$ cat config.mk
export PLATFORM = sky130hd
export DESIGN_NAME = char_buffer_splice_replace
export DESIGN_NICKNAME = d
export VERILOG_FILES = /design/src/rtl/cbsr_pkg.sv /design/src/rtl/char_buffer_splice_replace.sv
export SDC_FILE = /design/constraint.sdc
export NUM_CORES = 1
export LEC_CHECK = 0
export BUFFER_PORTS_ARGS = -buffer_cell sky130_fd_sc_hd__buf_2
export CAP_MARGIN = 25
export CORE_ASPECT_RATIO = 0.5
export CORE_MARGIN = 2
export CORE_UTILIZATION = 40
export DETAILED_ROUTE_END_ITERATION = 7
export PLACE_DENSITY = 0.53
export SYNTH_ARGS = -nofsm -noshare
export SYNTH_HDL_FRONTEND = slang
export SYNTH_SLANG_ARGS = --single-unit
$ cat constraint.sdc
create_clock -name i_clk -period 6.16 [get_ports i_clk]
set_clock_uncertainty 0.15 [all_clocks]
set_input_delay 1.232 -clock i_clk [delete_from_list [all_inputs] [get_ports i_clk]]
set_output_delay 1.232 -clock i_clk [all_outputs]
set_load 0.01 [all_outputs]
$ cat src/rtl/cbsr_pkg.sv
// Shared types and constants for the character buffer splice/replace block.
// No dependencies; imported by char_buffer_splice_replace.
`default_nettype none

package cbsr_pkg;

    // Default number of bytes held in each buffer.
    localparam int CAPACITY_DEF = 64;

    // Fixed widths of the item fields.
    localparam int OP_W      = 2;
    localparam int CHAR_W    = 8;
    localparam int POS_W     = 6;
    localparam int COUNT_W   = 7;
    localparam int STATUS_W  = 2;
    localparam int OUT_IDX_W = 6;

    // At most this many bytes are emitted after a replace.
    localparam int OUT_MAX   = 64;
    localparam int OUT_CNT_W = 7;

    typedef enum logic [OP_W-1:0] {
        OP_APPEND_MAIN = 2'd0,
        OP_APPEND_REPL = 2'd1,
        OP_REPLACE     = 2'd2,
        OP_CLEAR_REPL  = 2'd3
    } t_opcode;

    typedef enum logic [STATUS_W-1:0] {
        ST_OK    = 2'd0,
        ST_FULL  = 2'd1,
        ST_RANGE = 2'd2,
        ST_OVER  = 2'd3
    } t_status;

endpackage

`default_nettype wire

$ cat src/rtl/char_buffer_splice_replace.sv
// Top level of the character buffer splice/replace block: FSM, both buffers.
// Depends on cbsr_pkg for field widths, opcodes and status codes.
`default_nettype none

// A command is taken at a clock edge where start is high and busy is low, and
// every result is shown for exactly one cycle with o_valid high; the receiver
// cannot stall it, so each result must be captured in that cycle. Appends and
// the clear answer with a single status transfer in the cycle after the command
// and leave busy low, so one such command can be issued every cycle. A replace
// that fails its range or capacity check answers the same way. A replace that
// succeeds raises busy and works through the main buffer memory, which has one
// read and one write port, in three passes: it moves the tail, copies the
// replacement bytes into the gap (the last write-back lands before the read-out
// starts), and then reads the new sequence out at one byte per cycle, up to 64
// bytes, with o_last on the final byte; an empty result answers with a single
// status transfer instead. Its final result is shown in the same cycle as busy
// falls. Both buffers come out of reset empty; their memories hold no reset
// value and are only ever read below the current length, so no clearing pass
// is needed.
module char_buffer_splice_replace #(
    parameter int CAPACITY = cbsr_pkg::CAPACITY_DEF
) (
    input  wire logic                           i_clk,
    input  wire logic                           i_rst_n,
    input  wire logic                           start,
    output logic                                busy,
    input  wire logic [cbsr_pkg::OP_W-1:0]      i_opcode,
    input  wire logic [cbsr_pkg::CHAR_W-1:0]    i_char_in,
    input  wire logic [cbsr_pkg::POS_W-1:0]     i_start_pos,
    input  wire logic [cbsr_pkg::COUNT_W-1:0]   i_remove_count,
    output logic                                o_valid,
    output logic [cbsr_pkg::STATUS_W-1:0]       o_status,
    output logic [cbsr_pkg::CHAR_W-1:0]         o_char_out,
    output logic                                o_char_valid,
    output logic [cbsr_pkg::OUT_IDX_W-1:0]      o_out_index,
    output logic                                o_last
);
    import cbsr_pkg::*;

    // Address width of a buffer, width of a length, of the pass counter, and
    // a scratch width wide enough for every length sum and difference.
    localparam int AW = $clog2(CAPACITY);
    localparam int LW = $clog2(CAPACITY + 1);
    localparam int CW = (LW > OUT_CNT_W) ? LW : OUT_CNT_W;
    localparam int XW = ((LW > CHAR_W) ? LW : CHAR_W) + 2;

    localparam logic [LW-1:0] CAP_L     = LW'(CAPACITY);
    localparam logic [XW-1:0] CAP_X     = XW'(CAPACITY);
    localparam logic [CW-1:0] OUT_MAX_C = CW'(OUT_MAX);

    // Replace runs through the tail move, the replacement copy and the
    // read-out; each pass starts with its counter already loaded.
    typedef enum logic [1:0] {
        S_IDLE,
        S_SHIFT,
        S_COPY,
        S_EMIT
    } t_state;

    t_state                r_state, n_state;
    logic [LW-1:0]         r_main_len, n_main_len;
    logic [LW-1:0]         r_repl_len, n_repl_len;
    logic [CW-1:0]         r_rem, n_rem;
    logic [AW-1:0]         r_src, n_src;
    logic [AW-1:0]         r_off, n_off;
    logic [AW-1:0]         r_pos, n_pos;
    logic                  r_back, n_back;
    logic [OUT_IDX_W-1:0]  r_idx, n_idx;

    // A byte read in one cycle is written back to the main buffer in the next.
    logic                  r_mv_vld, n_mv_vld;
    logic [AW-1:0]         r_mv_dst, n_mv_dst;
    logic                  r_mv_repl, n_mv_repl;

    // Registered result fields.
    logic                  r_out_stb, n_out_stb;
    t_status               r_out_status, n_out_status;
    logic                  r_out_cv, n_out_cv;
    logic [OUT_IDX_W-1:0]  r_out_idx, n_out_idx;
    logic                  r_out_last, n_out_last;

    // Buffer memories, one read port and one write port each.
    logic [CHAR_W-1:0]     r_main_mem [CAPACITY];
    logic [CHAR_W-1:0]     r_repl_mem [CAPACITY];
    logic [CHAR_W-1:0]     r_main_q;
    logic [CHAR_W-1:0]     r_repl_q;

    logic                  main_re, main_we, repl_re, repl_we, append_main;
    logic [AW-1:0]         main_raddr, main_waddr, repl_raddr;
    logic [CHAR_W-1:0]     main_wdata;

    // Range and length arithmetic for a replace, evaluated on the command.
    logic [XW-1:0]         pos_x, cnt_x, len_x, rl_x;
    logic [XW-1:0]         end_x, new_x, tail_x, src0_x, off_x;
    logic                  accept, bad_range, too_long, dir_back;

    assign accept    = start && !busy;
    assign pos_x     = XW'(i_start_pos);
    assign cnt_x     = XW'(i_remove_count);
    assign len_x     = XW'(r_main_len);
    assign rl_x      = XW'(r_repl_len);
    assign end_x     = pos_x + cnt_x;
    assign new_x     = len_x - cnt_x + rl_x;
    assign tail_x    = len_x - end_x;
    assign off_x     = rl_x - cnt_x;
    assign bad_range = end_x > len_x;
    assign too_long  = new_x > CAP_X;
    // When the sequence grows the tail moves right, so it is walked from its
    // end downward; otherwise it is walked upward. Either way every byte is
    // read before anything lands on it.
    assign dir_back  = rl_x > cnt_x;
    assign src0_x    = dir_back ? (len_x - XW'(1)) : end_x;

    always_comb begin
        n_state      = r_state;
        n_main_len   = r_main_len;
        n_repl_len   = r_repl_len;
        n_rem        = r_rem;
        n_src        = r_src;
        n_off        = r_off;
        n_pos        = r_pos;
        n_back       = r_back;
        n_idx        = r_idx;
        n_mv_vld     = 1'b0;
        n_mv_dst     = r_mv_dst;
        n_mv_repl    = r_mv_repl;
        n_out_stb    = 1'b0;
        n_out_status = r_out_status;
        n_out_cv     = r_out_cv;
        n_out_idx    = r_out_idx;
        n_out_last   = r_out_last;
        main_re      = 1'b0;
        main_raddr   = r_src;
        repl_re      = 1'b0;
        repl_raddr   = r_src;
        repl_we      = 1'b0;
        append_main  = 1'b0;

        case (r_state)
            S_IDLE: begin
                if (accept) begin
                    // Every command that ends here answers with one status transfer.
                    n_out_stb    = 1'b1;
                    n_out_status = ST_OK;
                    n_out_cv     = 1'b0;
                    n_out_idx    = '0;
                    n_out_last   = 1'b1;
                    case (t_opcode'(i_opcode))
                        OP_APPEND_MAIN: begin
                            if (r_main_len < CAP_L) begin
                                append_main = 1'b1;
                                n_main_len  = r_main_len + LW'(1);
                            end else begin
                                n_out_status = ST_FULL;
                            end
                        end
                        OP_APPEND_REPL: begin
                            if (r_repl_len < CAP_L) begin
                                repl_we    = 1'b1;
                                n_repl_len = r_repl_len + LW'(1);
                            end else begin
                                n_out_status = ST_FULL;
                            end
                        end
                        OP_CLEAR_REPL: begin
                            n_repl_len = '0;
                        end
                        OP_REPLACE: begin
                            if (bad_range) begin
                                n_out_status = ST_RANGE;
                            end else if (too_long) begin
                                n_out_status = ST_OVER;
                            end else begin
                                n_out_stb  = 1'b0;
                                n_main_len = new_x[LW-1:0];
                                n_rem      = tail_x[CW-1:0];
                                n_src      = src0_x[AW-1:0];
                                n_off      = off_x[AW-1:0];
                                n_pos      = pos_x[AW-1:0];
                                n_back     = dir_back;
                                n_state    = S_SHIFT;
                            end
                        end
                        default: begin
                            n_out_stb = 1'b0;
                        end
                    endcase
                end
            end

            S_SHIFT: begin
                if (r_rem == '0) begin
                    // The copy pass uses the same pointer, now offset by the
                    // gap position instead of by the length change.
                    n_rem   = CW'(r_repl_len);
                    n_src   = '0;
                    n_off   = r_pos;
                    n_state = S_COPY;
                end else begin
                    main_re   = 1'b1;
                    n_mv_vld  = 1'b1;
                    n_mv_dst  = r_src + r_off;
                    n_mv_repl = 1'b0;
                    n_src     = r_back ? (r_src - AW'(1)) : (r_src + AW'(1));
                    n_rem     = r_rem - CW'(1);
                end
            end

            S_COPY: begin
                if (r_rem == '0) begin
                    n_rem   = (CW'(r_main_len) > OUT_MAX_C) ? OUT_MAX_C : CW'(r_main_len);
                    n_src   = '0;
                    n_idx   = '0;
                    n_state = S_EMIT;
                end else begin
                    repl_re   = 1'b1;
                    n_mv_vld  = 1'b1;
                    n_mv_dst  = r_src + r_off;
                    n_mv_repl = 1'b1;
                    n_src     = r_src + AW'(1);
                    n_rem     = r_rem - CW'(1);
                end
            end

            S_EMIT: begin
                if (r_rem == '0) begin
                    // The replace left the sequence empty.
                    n_out_stb    = 1'b1;
                    n_out_status = ST_OK;
                    n_out_cv     = 1'b0;
                    n_out_idx    = '0;
                    n_out_last   = 1'b1;
                    n_state      = S_IDLE;
                end else if (!r_mv_vld) begin
                    // Reads wait until the last write-back has landed.
                    main_re      = 1'b1;
                    n_out_stb    = 1'b1;
                    n_out_status = ST_OK;
                    n_out_cv     = 1'b1;
                    n_out_idx    = r_idx;
                    n_out_last   = (r_rem == CW'(1));
                    n_idx        = r_idx + OUT_IDX_W'(1);
                    n_src        = r_src + AW'(1);
                    n_rem        = r_rem - CW'(1);
                    if (r_rem == CW'(1)) begin
                        n_state = S_IDLE;
                    end
                end
            end

            default: begin
                n_state = S_IDLE;
            end
        endcase
    end

    // Write-backs and main appends never meet: appends happen only when idle.
    assign main_we    = r_mv_vld || append_main;
    assign main_waddr = r_mv_vld ? r_mv_dst : r_main_len[AW-1:0];
    assign main_wdata = r_mv_vld ? (r_mv_repl ? r_repl_q : r_main_q) : i_char_in;

    always_ff @(posedge i_clk) begin
        if (main_we) begin
            r_main_mem[main_waddr] <= main_wdata;
        end
        if (main_re) begin
            r_main_q <= r_main_mem[main_raddr];
        end
    end

    always_ff @(posedge i_clk) begin
        if (repl_we) begin
            r_repl_mem[r_repl_len[AW-1:0]] <= i_char_in;
        end
        if (repl_re) begin
            r_repl_q <= r_repl_mem[repl_raddr];
        end
    end

    always_ff @(posedge i_clk) begin
        if (!i_rst_n) begin
            r_state    <= S_IDLE;
            r_main_len <= '0;
            r_repl_len <= '0;
            r_mv_vld   <= 1'b0;
            r_out_stb  <= 1'b0;
        end else begin
            r_state    <= n_state;
            r_main_len <= n_main_len;
            r_repl_len <= n_repl_len;
            r_mv_vld   <= n_mv_vld;
            r_out_stb  <= n_out_stb;
        end
        r_rem        <= n_rem;
        r_src        <= n_src;
        r_off        <= n_off;
        r_pos        <= n_pos;
        r_back       <= n_back;
        r_idx        <= n_idx;
        r_mv_dst     <= n_mv_dst;
        r_mv_repl    <= n_mv_repl;
        r_out_status <= n_out_status;
        r_out_cv     <= n_out_cv;
        r_out_idx    <= n_out_idx;
        r_out_last   <= n_out_last;
    end

    assign busy         = (r_state != S_IDLE);
    assign o_valid      = r_out_stb;
    assign o_status     = r_out_status;
    assign o_char_valid = r_out_cv;
    assign o_out_index  = r_out_idx;
    assign o_last       = r_out_last;
    // Sequence bytes come straight from the main memory's output register.
    assign o_char_out   = r_out_cv ? r_main_q : '0;

    // A pending write-back only follows a read of the move or copy pass.
    a_move_in_pass: assert property (@(posedge i_clk) disable iff (!i_rst_n)
        r_mv_vld |-> (r_state == S_SHIFT || r_state == S_COPY || r_state == S_EMIT))
        else $error("write-back pending outside a replace");

    a_main_len: assert property (@(posedge i_clk) disable iff (!i_rst_n)
        r_main_len <= CAP_L)
        else $error("main length beyond capacity");

    a_repl_len: assert property (@(posedge i_clk) disable iff (!i_rst_n)
        r_repl_len <= CAP_L)
        else $error("replacement length beyond capacity");

    a_status_single: assert property (@(posedge i_clk) disable iff (!i_rst_n)
        (o_valid && !o_char_valid) |-> o_last)
        else $error("status result without last mark");

    a_short_cmd: assert property (@(posedge i_clk) disable iff (!i_rst_n)
        (start && !busy && i_opcode != OP_REPLACE) |=> (o_valid && o_last && !busy))
        else $error("append or clear did not answer in the next cycle");

endmodule

`default_nettype wire
==> results of run 1 <==
-- Yosys cell counts, types with 5 or more instances --
cell type and instances:
xor2_1 22, nor3_1 5, clkbuf_1 66, mux2i_1 57
a22oi_1 12, a221oi_1 12, nand3_1 29, o21bai_1 6
nand2_1 80, nand4_1 6, o32ai_1 7, nand2b_1 7
o221ai_1 5, inv_1 51, nor2_1 188, xnor2_1 26
buf_6 5, nand3b_1 7, nor4_1 5, ha_1 57
mux4_2 297, o22ai_1 11, a21oi_1 64, dfxtp_1 18
and3_1 10, nor2b_1 10, and2_1 15, a31oi_1 7
o21a_1 8, fa_1 6, a211oi_1 5, buf_4 14
a21o_1 11, o21ai_0 54, mux2_2 14, buf_1 12
edfxtp_1 1089, buf_2 21
-- critical path: stages, from the launching register on --
cell	delay (ps)
dfxtp_1	440
inv_1	390
ha_1	240
inv_1	60
fa_1	390
a21o_1	180
a21oi_1	220
o21bai_1	90
a21oi_1	180
xnor2_1	140
ha_1	300
and4_1	180
a221o_1	330
or2_1	280
o2bb2ai_2	200
nor3_1	200
o21a_1	560
-- state kept, by name, summed over array words and instances, names as in the netlist, 7 cells and up --
| signal | count |
|---|---|
| r_rem | 7 |
| r_repl_len | 7 |
| r_main_len | 7 |
| r_repl_mem | 512 |
| r_repl_q | 8 |
| r_main_mem | 512 |
| r_main_q | 8 |
-- worst max-delay path by stage --
stage	from	to	depth (start not counted)
2_1_floorplan	i_remove_count[0]	r_off[0]	14
3_3_place_gp	i_remove_count[1]	main_raddr[2]	16
3_5_place_dp	i_remove_count[1]	r_rem[1]	16
4_1_cts	r_main_len[0]	main_raddr[3]	16
5_1_grt	r_main_len[0]	main_raddr[5]	14
6_report	r_main_len[0]	main_raddr[5]	16
-- through the flow --
stage          setup slack [ps]  util (%)
2_1_floorplan              1150         -
3_3_place_gp                771      42.4
3_5_place_dp                778      42.4
4_1_cts                    1320      45.3
5_1_grt                    1100      45.3
6_report                   1260      45.3
-- layer usage --
layer | wire length (um) | GRT usage, %
met4 | 2540 | 4.42
met2 | 53600 | 30.8
met3 | 7400 | 4.23
met1 | 51300 | 28.5
met5 | 0 | 0
-- power breakdown --
part           internal (W)  switching, W  total (W)
logic              0.000121      0.000305   0.000426
clock network       0.00352       0.00281    0.00633
registers           0.00828     0.0000109    0.00829
total                0.0119       0.00312     0.0150
-- cells by family after synthesis --
| kind of cell | synth area share [%] |
|---|---|
| XOR/XNOR | 0.919 |
| multiplexers | 16.2 |
| buffers and inverters | 1.65 |
| AO/OA/AOI/OAI | 3.42 |
| adder cells (fa/ha/maj) | 1.82 |
| AND/OR/NAND/NOR | 3.72 |
| flip-flops | 72.3 |
-- cell type report --
| class | instances | share of cell area, % |
|---|---|---|
| well taps | 1513 | 3.70 |
| diodes | 1 | 0.00488 |
| clock buffers | 127 | 5.27 |
| multi-input cells | 1095 | 23.5 |
| clock inverters | 57 | 1.08 |
| flip-flops and latches | 1107 | 64.5 |
| repair buffers | 108 | 1.55 |
| inverters | 51 | 0.374 |
==> qor.tcl, run 1 <==
set qor(final_max_slew_viol_count) 0
set qor(critPathCaptureType) {flop}
set qor(post_placement_cell_area_mm2) 0.0480
set qor(run_status) {complete, no violations}
set qor(ports_placed_on_the_boundary) 46
set qor(instances_no_fill) 4059
set qor(fp.coreArea_mm2) 0.113
set qor(timing.fmax_mhz) 204
set qor(detail_route.vias_per_cell) 5.64
set qor(min_period_ps) 4900
set qor(drt_pre_antenna_iters) 6
set qor(final_net_count) 2553
set qor(cts_post_setup_buffers_inserted) 0
set qor(seqCellArea_mm2) 0.0331
set qor(number_of_setup_violations_in_the_final_report) 0
set qor(final_number_of_hold_violating_endpoints) 0
set qor(number_of_enable_flip_flop_cells_after_synthesis) 1089
set qor(clkLatencyLatePin_ps) 700
set qor(cts.hold.buffers_added) 0
set qor(grt_remaining_overflow) 0
set qor(synth_top_cell_by_area) {edfxtp_1}
set qor(holdPathStages) 2
set qor(hold_path_end) {r_state[1]}
set qor(drt_iter0_markers) 2276
set qor(std_cell_rows) 87
set qor(syn-cell-area_mm2) 0.0458
set qor(vias) 22900
set qor(average_size_of_a_mapped_cell_um2) 19.3
set qor(critPathLaunchType) {flop}
set qor(ir_drop_mv) 0.212
set qor(place.port_buffers) 45
set qor(postSynthNetCount) 2461
set qor(reg2regPathDepth) 16
set qor(floorplan.initialDensity_pct) 40.5
set qor(cts.path.max_buffers) 3
set qor(p_leak_nw) 16.3
set qor(warning_count_from_the_yosys_run) 0
set qor(synth_top_flop_cell) {edfxtp_1}
set qor(synthesized_instance_count) 2372
set qor(synthesis_to_finish_area_growth_pct) 12.0
set qor(most_common_cell_after_layout_fill_and_taps_aside) {edfxtp_1}
set qor(total_placed_cells_including_tap_cells) 3873
set qor(antenna_found_initial) 1
set qor(yosysSeqAreaShare_pct) 72.3
set qor(post-route-period-util_pct) 79.5
set qor(synth_cell_types) 72
set qor(cts_made_buffers) 101
set qor(power_density_mw_per_mm2) 294
set qor(synth.ff_latch_count) 1107
set qor(die-height_um) 243
set qor(fin_worst_hold_slack_ps) 358
set qor(detail_route.wirelength_um) 115000
set qor(fillerInstances) 9560
set qor(grt_use_total_pct) 19.7
set qor(cts-htree-levels) 3
set qor(cts_tree) {built}
set qor(min-delay-start) {r_state[1]}
set qor(total_power_w) 0.0150
set qor(final_cell_mix) {edfxtp_1, mux4_2, nor2_1, clkbuf_16, nand2_1}
set qor(crit_arrival_ps) 5070
set qor(design_area_mm2) 0.0512
set qor(synthTopCellsByArea) {edfxtp_1, mux4_2, ha_1}
set qor(ant_nets) 0
set qor(rsz0062_at_grt) {no}
set qor(min-delay-path-class) {flop to flop}
set qor(path_clk_slew_ps) 70
set qor(tns_ps) 0
set qor(gpl.final_weighted_congestion) 0.827
set qor(layout-drive-gt1-share_pct) 23.1
set qor(timing.rr.end) {main_raddr[5]}
set qor(drcViolationCount) 0
set qor(tritoncts_num_sinks) 1107
set qor(first_pass_grt_wire_length_um) 167000
set qor(timing_worst_setup_path_type) {flop to flop}
set qor(cts-root-buf) {clkbuf_16}
set qor(r2r-start) {r_main_len[0]}
set qor(multiInputGateArea_mm2) 0.0120
set qor(drv.max_cap_violation_count) 0
set qor(worst_slew_pin_slew_ps) 1090
set qor(synth_largest_type_area_fraction_pct) 71.5
set qor(max-slew-margin-rel_pct) 27.6
set qor(asyncSetResetFlopFracSynth_pct) 0
set qor(fp.dieW_um) 482
set qor(detail_route.wl_per_cell_um) 28.3
set qor(critical_path_peak_fanout) 13
set qor(floorplan.die_area_mm2) 0.117
set qor(cts.repair.resized) 0
set qor(grt_pass1_vias) 23200
set qor(grt_max_degree) 91
set qor(detailed_place_hpwl_um) 72900
set qor(r2r_slack_ps) 1260
set qor(timing.critical_path.required_ps) 6330
(Power assumes the default switching activity.)
==> inputs of run 2 (changes only) <==
- PLACE_DENSITY: 0.53 -> 0.55
- clock period: 6.16 -> 4.3 ns (I/O delays scaled with it)
==> qor.tcl, run 2 (synthesized netlist as in run 1, its figures left out) <==
set qor(place.port_buffers) 45
set qor(tritoncts_num_sinks) 1107
set qor(number_of_setup_violations_in_the_final_report) 0
set qor(grt_max_degree) 65
set qor(power_density_mw_per_mm2) 406
set qor(drt_pre_antenna_iters) 7
set qor(drv.max_cap_violation_count) 0
set qor(r2r_slack_ps) 360
set qor(drcViolationCount) 0
set qor(fp.coreArea_mm2) 0.113
set qor(max-slew-margin-rel_pct) 33.1
set qor(critical_path.slowest_cell) {fa_2}
set qor(min_period_ps) 3940
set qor(cts_post_setup_buffers_inserted) 0
set qor(cts_made_buffers) 100
set qor(std_cell_rows) 87
set qor(cts.repair.resized) 0
set qor(critical_path_peak_fanout) 13
set qor(min-delay-path-class) {input port to flop}
set qor(path_clk_slew_ps) 60
set qor(grt_use_total_pct) 20.0
set qor(detail_route.wirelength_um) 116000
set qor(ports_placed_on_the_boundary) 46
set qor(die-height_um) 243
set qor(cts-htree-levels) 3
set qor(fp.dieW_um) 482
set qor(layout-drive-gt1-share_pct) 27.8
set qor(timing_worst_setup_path_type) {flop to flop}
set qor(ant_nets) 0
set qor(detailed_place_hpwl_um) 75600
set qor(timing.fmax_mhz) 254
set qor(vias) 23600
set qor(timing.critical_path.max_delay_family) {compound AO/OA/AOI/OAI gates}
set qor(run_status) {complete, no violations}
set qor(crit_arrival_ps) 4200
set qor(design_area_mm2) 0.0524
set qor(rsz0062_at_grt) {no}
set qor(final_net_count) 2708
set qor(floorplan.initialDensity_pct) 40.5
set qor(final_number_of_hold_violating_endpoints) 0
set qor(cts.path.max_buffers) 3
set qor(clkLatencyLatePin_ps) 710
set qor(worst_slew_pin_slew_ps) 1000
set qor(grt_pass1_vias) 23600
set qor(detail_route.wl_per_cell_um) 27.6
set qor(critical_path.max_stage_delay_ps) 330
set qor(drt_iter0_markers) 2517
set qor(timing.critical_path.required_ps) 4560
set qor(grt_remaining_overflow) 0
set qor(gpl.final_weighted_congestion) 0.827
set qor(timing.critical_path.cells) {inv_1, ha_4, inv_2, fa_2, a21o_1, a21oi_2, o21bai_1, a21oi_1, xnor2_1, ha_1, and4_1, a221o_1, or2_4, o2bb2ai_4, nor3_1, o21a_2, buf_12}
set qor(floorplan.die_area_mm2) 0.117
set qor(fillerInstances) 9448
set qor(final_cell_mix) {edfxtp_1, mux4_2, buf_4, nor2_1, clkbuf_16}
set qor(synthesis_to_finish_area_growth_pct) 14.5
set qor(antenna_found_initial) 7
set qor(worst-path-buf-inv) 3
set qor(multiInputGateArea_mm2) 0.0121
set qor(seqCellArea_mm2) 0.0331
set qor(ir_drop_mv) 0.293
set qor(cts-root-buf) {clkbuf_16}
set qor(cts_tree) {built}
set qor(dp_worst_setup_slack_ps) -184
set qor(most_common_cell_after_layout_fill_and_taps_aside) {edfxtp_1}
set qor(first_pass_grt_wire_length_um) 169000
set qor(critPathCaptureType) {flop}
set qor(final_max_slew_viol_count) 0
set qor(post-route-period-util_pct) 91.6
set qor(cts.hold.buffers_added) 0
set qor(postLayoutSetupSlackWorst_ps) 360
set qor(critPathLaunchType) {flop}
set qor(detail_route.vias_per_cell) 5.60
set qor(post_placement_cell_area_mm2) 0.0492
set qor(p_leak_nw) 17.1
==> run 2: changes by cell type in the layout (fill, tap and decap cells not counted), sizes merged <==
cell / before / now
buf: 108 / 264
clkbuf: 127 / 122
inv: 57 / 53
bufinv: 10 / 6
clkinv: 39 / 48
clkinvlp: 2 / 4
==> run 2: layout make-up <==
cell class	instances	area share, %
tap	1513	3.61
multi-input combinational	1095	23.1
timing repair buffer	264	3.88
clock inverter	60	0.915
clock buffer	122	5.02
inverter	51	0.366
sequential	1107	63.1
antenna	1	0.00478
==> run 2: final timing paths <==
path                                startpoint    endpoint  cells past startpoint
worst min register to register      r_state[1]  r_state[1]                      2
worst max register to register   r_main_len[0]    r_rem[5]                     17
worst max-delay path             r_main_len[0]    r_rem[5]                     17
worst min-delay path            i_start_pos[0]    r_pos[0]                      1
==> run 2: per-stage QoR <==
step	power [W]	TNS, ps	util [%]	std cells	hold slack (ps)
CTS	0.0214	0	46.3	4210	150
finish	0.0213	0	46.3	4213	204
floorplan	0.0124	-44.3	-	2372	318
global route	0.0219	0	46.3	4212	159
detailed placement	0.0128	-4210	43.5	4028	357
global placement	0.0128	-1630	43.5	4027	343
==> run 2: power breakdown <==
group	total, W	switching [W]	leakage, nW	internal (W)
clock	0.00870	0.00399	1.52	0.00471
combinational	0.000690	0.000469	5.59	0.000222
sequential	0.0119	0.0000106	9.96	0.0119
==> run 2: metal layers <==
metal	share of wire (%)	global-route usage [%]	vias up
met5	0	0	-
met4	2.0	4.09	0
met3	6.3	3.59	151
met2	46	30.3	740
met1	46	30.2	12500
li1	-	-	10200
